===== src/sv/hcsp_pkg.sv =====
package hcsp_pkg;

    localparam int unsigned MaxDigits  = 16;
    localparam int unsigned StoreDepth = 8;
    localparam int unsigned CountW     = 5;
    localparam int unsigned IdxW       = 3;

    localparam logic [7:0]  CharEnd    = 8'h00;
    localparam logic [15:0] AlphaOpaque = 16'hFFFF;

    localparam logic [CountW-1:0] CntShort = CountW'(6);
    localparam logic [CountW-1:0] CntByteA = CountW'(8);
    localparam logic [CountW-1:0] CntWide  = CountW'(12);
    localparam logic [CountW-1:0] CntFull  = CountW'(MaxDigits);

    typedef enum logic {
        ST_OK    = 1'b0,
        ST_SHORT = 1'b1
    } status_t;

    typedef struct packed {
        logic       is_hex;
        logic [3:0] nib;
    } hex_digit_t;

    typedef struct packed {
        status_t     status;
        logic [15:0] red;
        logic [15:0] green;
        logic [15:0] blue;
        logic [15:0] alpha;
    } color_t;

    function automatic hex_digit_t hex_decode(input logic [7:0] c);
        hex_digit_t d;
        d.is_hex = 1'b1;
        d.nib    = 4'h0;
        if (c >= 8'h30 && c <= 8'h39)
        begin
            d.nib = 4'(c - 8'h30);
        end
        else if (c >= 8'h61 && c <= 8'h66)
        begin
            d.nib = 4'(c - 8'h57);
        end
        else if (c >= 8'h41 && c <= 8'h46)
        begin
            d.nib = 4'(c - 8'h37);
        end
        else
        begin
            d.is_hex = 1'b0;
        end
        return d;
    endfunction

endpackage


===== src/sv/hcsp_scan.sv =====
module hcsp_scan
    import hcsp_pkg::*;
(
    input  logic       clk,
    input  logic       rst_n,
    input  logic       step,
    input  logic [7:0] ch,
    output logic       is_end,
    output color_t     color
);

    logic [CountW-1:0] cnt_reg;
    logic [CountW-1:0] cnt_next;
    logic              stop_reg;
    logic              stop_next;
    logic [7:0]        store_reg [StoreDepth];
    logic              wr_en;
    logic [IdxW-1:0]   wr_idx;
    logic [7:0]        wr_byte;
    hex_digit_t        dig;

    assign is_end = (ch == CharEnd);
    assign dig    = hex_decode(ch);
    assign wr_idx = cnt_reg[IdxW:1];

    always_comb
    begin
        cnt_next  = cnt_reg;
        stop_next = stop_reg;
        wr_en     = 1'b0;
        wr_byte   = {4'h0, dig.nib};
        if (cnt_reg[0])
        begin
            wr_byte = {store_reg[wr_idx][3:0], dig.nib};
        end
        if (step)
        begin
            if (is_end)
            begin
                cnt_next  = '0;
                stop_next = 1'b0;
            end
            else if (!stop_reg && cnt_reg < CntFull)
            begin
                if (dig.is_hex)
                begin
                    wr_en    = 1'b1;
                    cnt_next = cnt_reg + CountW'(1);
                end
                else
                begin
                    stop_next = 1'b1;
                end
            end
        end
    end

    always_ff @(posedge clk or negedge rst_n)
    begin
        if (!rst_n)
        begin
            cnt_reg  <= '0;
            stop_reg <= 1'b0;
        end
        else
        begin
            cnt_reg  <= cnt_next;
            stop_reg <= stop_next;
        end
    end

    always_ff @(posedge clk)
    begin
        if (wr_en)
        begin
            store_reg[wr_idx] <= wr_byte;
        end
    end

    // classify the digit count, rounding down to a form
    always_comb
    begin
        color.status = ST_OK;
        color.red    = {store_reg[0], store_reg[0]};
        color.green  = {store_reg[1], store_reg[1]};
        color.blue   = {store_reg[2], store_reg[2]};
        color.alpha  = AlphaOpaque;
        if (cnt_reg < CntShort)
        begin
            color.status = ST_SHORT;
            color.red    = '0;
            color.green  = '0;
            color.blue   = '0;
            color.alpha  = '0;
        end
        else if (cnt_reg < CntByteA)
        begin
            color.alpha = AlphaOpaque;
        end
        else if (cnt_reg < CntWide)
        begin
            color.alpha = {store_reg[3], store_reg[3]};
        end
        else
        begin
            color.red   = {store_reg[0], store_reg[1]};
            color.green = {store_reg[2], store_reg[3]};
            color.blue  = {store_reg[4], store_reg[5]};
            if (cnt_reg >= CntFull)
            begin
                color.alpha = {store_reg[6], store_reg[7]};
            end
        end
    end

endmodule


===== src/sv/hcsp_obuf.sv =====
module hcsp_obuf
    import hcsp_pkg::*;
(
    input  logic   clk,
    input  logic   rst_n,
    input  logic   load,
    input  color_t color,
    output logic   free,
    output logic   color_valid,
    input  logic   color_ready,
    output color_t color_q
);

    logic   valid_reg;
    logic   valid_next;
    color_t data_reg;

    assign free        = !valid_reg || color_ready;
    assign color_valid = valid_reg;
    assign color_q     = data_reg;

    always_comb
    begin
        valid_next = valid_reg;
        if (load)
        begin
            valid_next = 1'b1;
        end
        else if (color_ready)
        begin
            valid_next = 1'b0;
        end
    end

    always_ff @(posedge clk or negedge rst_n)
    begin
        if (!rst_n)
        begin
            valid_reg <= 1'b0;
        end
        else
        begin
            valid_reg <= valid_next;
        end
    end

    always_ff @(posedge clk)
    begin
        if (load)
        begin
            data_reg <= color;
        end
    end

endmodule


===== src/sv/hex_color_string_parser.sv =====
// channel  dir  signals                                  word
// char     in   char_valid, char_ready, ch               one string character
// color    out  color_valid, color_ready, status, red,   one parsed color
//               green, blue, alpha
//
// one character per cycle unless a terminator waits; characters pass through the input register
// a terminator's color goes from the input register into the output register
// no color for other characters, and those never wait on the output side
// a terminator waits in the input register while the output register is full
// reset clears the digit count, scan stop and both valid flags
module hex_color_string_parser
    import hcsp_pkg::*;
(
    input  logic        clk,
    input  logic        rst_n,
    input  logic        char_valid,
    output logic        char_ready,
    input  logic [7:0]  ch,
    output logic        color_valid,
    input  logic        color_ready,
    output logic        status,
    output logic [15:0] red,
    output logic [15:0] green,
    output logic [15:0] blue,
    output logic [15:0] alpha
);

    logic       in_valid_reg;
    logic       in_valid_next;
    logic [7:0] ch_reg;
    logic       is_end;
    logic       out_free;
    logic       advance;
    color_t     color;
    color_t     color_q;

    assign advance    = in_valid_reg && (!is_end || out_free);
    assign char_ready = !in_valid_reg || advance;

    always_comb
    begin
        in_valid_next = in_valid_reg;
        if (char_valid && char_ready)
        begin
            in_valid_next = 1'b1;
        end
        else if (advance)
        begin
            in_valid_next = 1'b0;
        end
    end

    always_ff @(posedge clk or negedge rst_n)
    begin
        if (!rst_n)
        begin
            in_valid_reg <= 1'b0;
        end
        else
        begin
            in_valid_reg <= in_valid_next;
        end
    end

    always_ff @(posedge clk)
    begin
        if (char_valid && char_ready)
        begin
            ch_reg <= ch;
        end
    end

    hcsp_scan u_scan (
        .clk    (clk),
        .rst_n  (rst_n),
        .step   (advance),
        .ch     (ch_reg),
        .is_end (is_end),
        .color  (color)
    );

    hcsp_obuf u_obuf (
        .clk         (clk),
        .rst_n       (rst_n),
        .load        (advance && is_end),
        .color       (color),
        .free        (out_free),
        .color_valid (color_valid),
        .color_ready (color_ready),
        .color_q     (color_q)
    );

    assign status = color_q.status;
    assign red    = color_q.red;
    assign green  = color_q.green;
    assign blue   = color_q.blue;
    assign alpha  = color_q.alpha;

endmodule


===== config.mk =====
export PLATFORM = sky130hd
export DESIGN_NAME = hex_color_string_parser
export DESIGN_NICKNAME = d
export VERILOG_FILES = /design/src/sv/hcsp_pkg.sv /design/src/sv/hcsp_scan.sv /design/src/sv/hcsp_obuf.sv /design/src/sv/hex_color_string_parser.sv
export SDC_FILE = /design/constraint.sdc
export NUM_CORES = 1
export LEC_CHECK = 0
export BUFFER_PORTS_ARGS = -buffer_cell sky130_fd_sc_hd__buf_2
export CAP_MARGIN = 10
export CORE_MARGIN = 2
export CORE_UTILIZATION = 45
export CTS_BUF_LIST = sky130_fd_sc_hd__clkbuf_8 sky130_fd_sc_hd__clkbuf_16
export DETAILED_ROUTE_END_ITERATION = 10
export GPL_TIMING_DRIVEN = 1
export PLACE_DENSITY_LB_ADDON = 0.05
export SLEW_MARGIN = 20
export SYNTH_ARGS = -nofsm -noshare
export SYNTH_HDL_FRONTEND = slang
export SYNTH_SLANG_ARGS = --single-unit
export TNS_END_PERCENT = 10

===== constraint.sdc =====
create_clock -name clk -period 7.3 [get_ports clk]
set_input_delay 2.19 -clock clk [delete_from_list [all_inputs] [get_ports clk]]
set_output_delay 2.19 -clock clk [all_outputs]
set_load 0.01 [all_outputs]

==> results.toml, run 1 <==
[pwr]
power_density_mw_per_mm2 = 282
p_leak_nw = 2.70
vdd_drop_max_uv = 168

[placement]
post-place-ws_ns = 2.34
placed_area_mm2 = 0.00648
port-buffer-count = 78
dp_hpwl_mm = 8.07
routabilityCongestion = 0.838

[drt]
drcViolationCount = 0
drt-total-wl_mm = 12.4
vias = 3632
viasPerCell = 5.27
drtIter0Drc = 275
dr.pass1.iters = 4
post_drt_wl_per_cell_um = 18.0
postRouteAntennaNets = 0

[cts]
numCtsBuffers = 17
clk_latency_ns = 0.42
path_clk_slew_ns = 0.06
cts_tree = "built"
cts_post_setup_buffers_inserted = 0
h-tree-depth = 4
cts_buffer_depth = 2
clock-root-buffer = "clkbuf_16"
holdBufCountCts = 0
cts_resized = 0
clock_sinks = 145

[global_routing]
antenna_found_initial = 0
grt_pass1_vias = 3430
gr-total-overflow = 0
grt_pass1_wl_mm = 19.1
grt_max_degree = 50
grt.total_usage = 0.183

[critical_path]
path_buf_inv = 2
critical_path_class = "in -> out"
worst_path_max_delay_cell = "buf_2"
path_cells = "buf_2 > nor2b_1 > nand3_1 > buf_2"
critPathArrivalTime_ns = 2.76
worst_setup_path_end_kind = "primary output"
crit_required_ns = 5.11
crit_family = "simple AND/OR/NAND/NOR gates"
startpoint_type = "primary input"
path_common_cell = "buf_2"
cp_max_fo = 3
cp_slowest_stage_delay_ns = 0.17

[sta]
timing.final.ws_setup_ns = 2.35
finalHoldViolCount = 0
clock.fmax_mhz = 202
period_minus_slack_ns = 4.95
final.setup.tns_ns = 0
worst_pin_slew_ns = 0.974
rsz0062_at_grt = "false"
setup_viol = 0
slew_headroom = 0.345
worst_clock_skew_ns = 0.00928
drv_slew = 0
final.period_utilization = 0.678

[floorplan]
die_h_um = 119
num_rows = 41
die_w_um = 119
die-area_mm2 = 0.0141
coreArea_mm2 = 0.0127
io-pin-count = 79
initial_core_util = 0.464

[finish]
largest_register_ffs = 65
final_common_cell = "edfxtp_1"
syn2layout_area_growth_pct = 20.5
post-route-cell-area_mm2 = 0.00711
diodes = 0
layout_common_cells = "137 x edfxtp_1, 78 x buf_2, 77 x nand2_1"
nNetsFinal = 522
drive_gt1_frac = 0.261

[hold_path]
min-delay-path-class = "reg -> reg"

[yosys]
synthAdderAreaFrac = 0.0127
synth_compound_area_frac = 0.0986
ys_types = 46
synth_edf_count = 137
yosysSeqAreaShare = 0.731
ys.warnings.count = 0
synth_xor_area_frac = 0
syn_nets = 439
yosys_most_used_dff = "edfxtp_1"
synth_simple_gate_area_frac = 0.109
syn_area_mm2 = 0.00590
synth_mux_area_frac = 0.0290
synth.avg_cell_area_um2 = 14.0
async_flop_share = 0.0552
syn-instance-count = 421
synth_top_family_by_area = "simple AND/OR/NAND/NOR gates"
ys_seq_elements = 145

[run_status]
outcome = "completed"

[job]
drv_cap = 0
==> routing by layer <==
metal,part of all wire,up-vias,global-route usage,wire length (um)
li1,-,1719,-,-
met1,0.46,1780,0.256,5680
met2,0.47,122,0.279,5830
met3,0.061,11,0.0487,756
met4,0.012,0,0.0625,149
met5,0,-,0,0
==> Yosys cell counts (all sizes together), types with 2 or more instances <==
cell / n / area share
a211oi: 2 / 0.0034
a21o: 16 / 0.020
a21oi: 53 / 0.045
a31oi: 2 / 0.0021
and2: 2 / 0.0021
and3: 2 / 0.0021
buf: 13 / 0.010
clkbuf: 8 / 0.0051
dfrtp: 8 / 0.034
edfxtp: 137 / 0.70
ha: 6 / 0.013
inv: 8 / 0.0051
mux2i: 7 / 0.012
mux4: 4 / 0.015
nand2: 78 / 0.051
nand2b: 5 / 0.0053
nand3: 8 / 0.0068
nor2: 20 / 0.013
nor2b: 10 / 0.011
nor3: 7 / 0.0068
nor4: 2 / 0.0042
o211ai: 2 / 0.0042
o21ai: 3 / 0.0045
o22ai: 2 / 0.0021
==> worst register-to-register path, delay by kind of cell, from the launching register on <==
| family | cells | cell delay, ns |
|---|---|---|
| AND/OR/NAND/NOR | 3 | 0.65 |
| adder cells (fa/ha/maj) | 1 | 0.19 |
| flip-flops | 1 | 0.43 |
| buffers and inverters | 3 | 1.27 |
==> cells by family (layout without fill, tap and decap cells) <==
logic type	count (synthesis)	in the layout
flops	145	145
simple gates	139	139
compound gates	90	90
buf+inv	29	125
fa+ha+maj	6	6
mux	12	12
==> metrics by stage <==
step	instances	utilization	hold slack [ns]	power [W]
2_1_floorplan	421	-	0.496	0.00107
3_3_place_gp	657	0.509	0.512	0.00111
3_5_place_dp	657	0.509	0.510	0.00111
4_1_cts	689	0.558	0.528	0.00202
5_1_grt	689	0.559	0.553	0.00207
6_report	689	0.559	0.524	0.00200
==> final cells by class <==
type,instances,area (um^2)
clock inverters,15,199
repair buffers,85,443
multi-input cells,247,1490
well taps,172,215
inverters,8,30.0
clock buffers,17,425
fillers,1081,5610
flip-flops and latches,145,4310
==> final timing paths <==
| check | start | end | slack, ns | depth (start not counted) |
|---|---|---|---|---|
| max | color_ready | char_ready | 2.35 | 4 |
| min | u_scan.store_reg[7][4] | u_obuf.color_q[4] | 0.52 | 1 |
| max reg2reg | ch_reg[0] | u_obuf.color_q[58] | 4.35 | 7 |
| min reg2reg | u_scan.store_reg[7][4] | u_obuf.color_q[4] | 0.52 | 1 |
| max in group asynchronous | rst_n | u_scan.cnt_reg[1] | 5.52 | 1 |
| min in group asynchronous | rst_n | u_scan.stop_reg | 1.61 | 1 |
==> power by group <==
part           leakage, nW  total [W]  internal (W)  switching, W
registers             1.33   0.000948      0.000934     0.0000136
logic                 1.05   0.000149     0.0000503     0.0000984
clock network        0.318   0.000908      0.000597      0.000311
total                 2.70    0.00200       0.00158      0.000423
No activity file was read; power rests on OpenSTA's default activity.
==> run 2: changes to the inputs <==
Settings changed: ABC_AREA set to 1.
Clock period 7.3 ns to 4.2 ns, I/O delays scaled along.
==> run 2 against run 1 <==
Net effect: count of clock-buffer cells in the layout is the same; non-clock buffer count shrank 5; die area grew 3.2%; combinational power shrank 11%; synthesized cell count grew 20%; clock power grew 69%; flip-flop and latch count is the same; global-route usage grew 0.52 points; largest power group unchanged; routed wire length grew 2.4%; clock skew shrank 0.0024 ns; utilization shrank 1.6 points.
==> results.toml, run 2 <==
[pwr]
power_density_mw_per_mm2 = 458
fin_total_pwr_w = 0.00329
pwr-share-seq = 0.496
switchingPower_w = 0.000674
pwr-share-clk = 0.464
intPower_w = 0.00262
p_sw_frac = 0.205
combPwrFrac = 0.040
vdd_drop_max_uv = 221
p_leak_nw = 2.95

[floorplan]
die_h_um = 120
die_w_um = 120
die-area_mm2 = 0.0145
initial_core_util = 0.460
num_rows = 42
coreArea_mm2 = 0.0132
io-pin-count = 79

[cts]
clock-root-buffer = "clkbuf_16"
cts_post_setup_buffers_inserted = 0
clock_sinks = 145
cts_tree = "built"
holdBufCountCts = 0
h-tree-depth = 4
cts_resized = 0
cts_buffer_depth = 2
clk_latency_ns = 0.42
numCtsBuffers = 17
path_clk_slew_ns = 0.06

[sta]
slew_headroom = 0.393
worst_pin_slew_ns = 0.911
clock.fmax_mhz = 311
final.setup.tns_ns = 0
drv_slew = 0
setup_viol = 0
rsz0062_at_grt = "false"
final.period_utilization = 0.765
period_minus_slack_ns = 3.21
worst_clock_skew_ns = 0.00685
finalHoldViolCount = 0

[yosys]
syn-instance-count = 505
ys_seq_elements = 145
ys.warnings.count = 0
synth.avg_cell_area_um2 = 12.1
synth_edf_count = 137
synth_top_cells_by_area = "edfxtp_1 67%, nand2_1 6.1%, a21oi_1 4.4%"
async_flop_share = 0.0552
synth_most_common_cell = "edfxtp_1"
synth_top_cell_area_share = 0.675
yosys_most_used_dff = "edfxtp_1"
synth_top_area_cell = "edfxtp_1"
syn_nets = 523
synthTopCellsByCount = "137 x edfxtp_1, 99 x nand2_1, 53 x a21oi_1"
ys_types = 29
yosysSeqAreaShare = 0.708
syn_area_mm2 = 0.00610

[placement]
dp_hpwl_mm = 8.61
port-buffer-count = 78
dp_cells = 741
routabilityCongestion = 0.883

[global_routing]
gr-total-overflow = 0
antenna_found_initial = 0
grt.total_usage = 0.188
grt_max_degree = 50
grt_pass1_vias = 3831
grt_pass1_wl_mm = 20.2

[critical_path]
cp_slowest_stage_delay_ns = 0.26
critPathArrivalTime_ns = 1.95
worst_setup_path_end_kind = "primary output"
path_cells = "buf_2 > nor2_1 > nand3_1 > buf_2"
cp_max_fo = 3
startpoint_type = "primary input"
crit_required_ns = 2.94
worst_path_max_delay_cell = "nor2_1"
path_common_cell = "buf_2"
critical_path_class = "in -> out"

[finish]
diodes = 0
layout_common_cells = "137 x edfxtp_1, 99 x nand2_1, 78 x buf_2"
layoutNonFillerInstCount = 772
fill_cells = 1164
largest_register_ffs = 65
nNetsFinal = 602
drive_gt1_frac = 0.228
syn2layout_area_growth_pct = 18.0
final_common_cell = "edfxtp_1"

[drt]
vias = 3967
postRouteAntennaNets = 0
dr.pass1.iters = 5
drt-total-wl_mm = 12.7
viasPerCell = 5.14
drtIter0Drc = 287
drcViolationCount = 0
post_drt_wl_per_cell_um = 16.5

[run_status]
outcome = "completed"

[job]
drv_cap = 0

[hold_path]
min-delay-path-class = "reg -> reg"
run 2: layout make-up:
type                    count  area [um^2]  share of cell area
clock buffers              17          425              0.0591
clock inverters            14          173              0.0240
inverters                  49          184              0.0256
multi-input cells         291         1460               0.203
flip-flops and latches    145         4310               0.600
well taps                 176          220              0.0306
repair buffers             80          418              0.0581
run 2: logic make-up after synthesis:
group,share of synthesized area
fa+ha+maj,0.0123
simple gates,0.126
xor+xnor,0.00287
compound gates,0.0985
buf+inv,0.0525
flops,0.708
run 2: critical path, delay by kind of cell:
| family | cells | cell delay, ns |
|---|---|---|
| simple gates | 2 | 0.43 |
| buf+inv | 2 | 0.27 |
run 2: metrics by stage:
step | cell area (um^2) | hold WS, ns | util | setup WS [ns]
2_1_floorplan | 6100 | 0.454 | - | 0.838
3_3_place_gp | 6600 | 0.485 | 0.498 | 0.980
3_5_place_dp | 6600 | 0.475 | 0.498 | 0.986
4_1_cts | 7200 | 0.489 | 0.543 | 0.979
5_1_grt | 7200 | 0.549 | 0.543 | 0.904
6_report | 7200 | 0.489 | 0.543 | 0.986
run 2: power groups by stage:
stage	Clock (W)	Combinational, W	Sequential, W
after floorplan	0	0.0000941	0.00165
after global placement	0	0.000132	0.00166
after detailed placement	0	0.000134	0.00166
after CTS	0.00155	0.000135	0.00163
after global routing	0.00161	0.000151	0.00164
final	0.00153	0.000133	0.00163
run 2: worst paths after layout:
kind / to / from / slack, ns / depth (start not counted)
worst max-delay path: char_ready / color_ready / 0.99 / 4
worst min-delay path: u_scan.stop_reg / u_scan.stop_reg / 0.49 / 2
worst max register to register: u_scan.store_reg[7][7] / u_scan.cnt_reg[1] / 1.64 / 6
worst min register to register: u_scan.stop_reg / u_scan.stop_reg / 0.49 / 2
max in group asynchronous: u_scan.cnt_reg[4] / rst_n / 3.34 / 1
min in group asynchronous: u_scan.cnt_reg[1] / rst_n / 0.68 / 1
run 2: per-layer routing:
layer | vias up | routed length [um] | track usage
li1 | 1918 | - | -
met1 | 1881 | 5720 | 0.256
met2 | 144 | 5950 | 0.293
met3 | 24 | 746 | 0.0439
met4 | 0 | 281 | 0.0778
met5 | - | 0 | 0
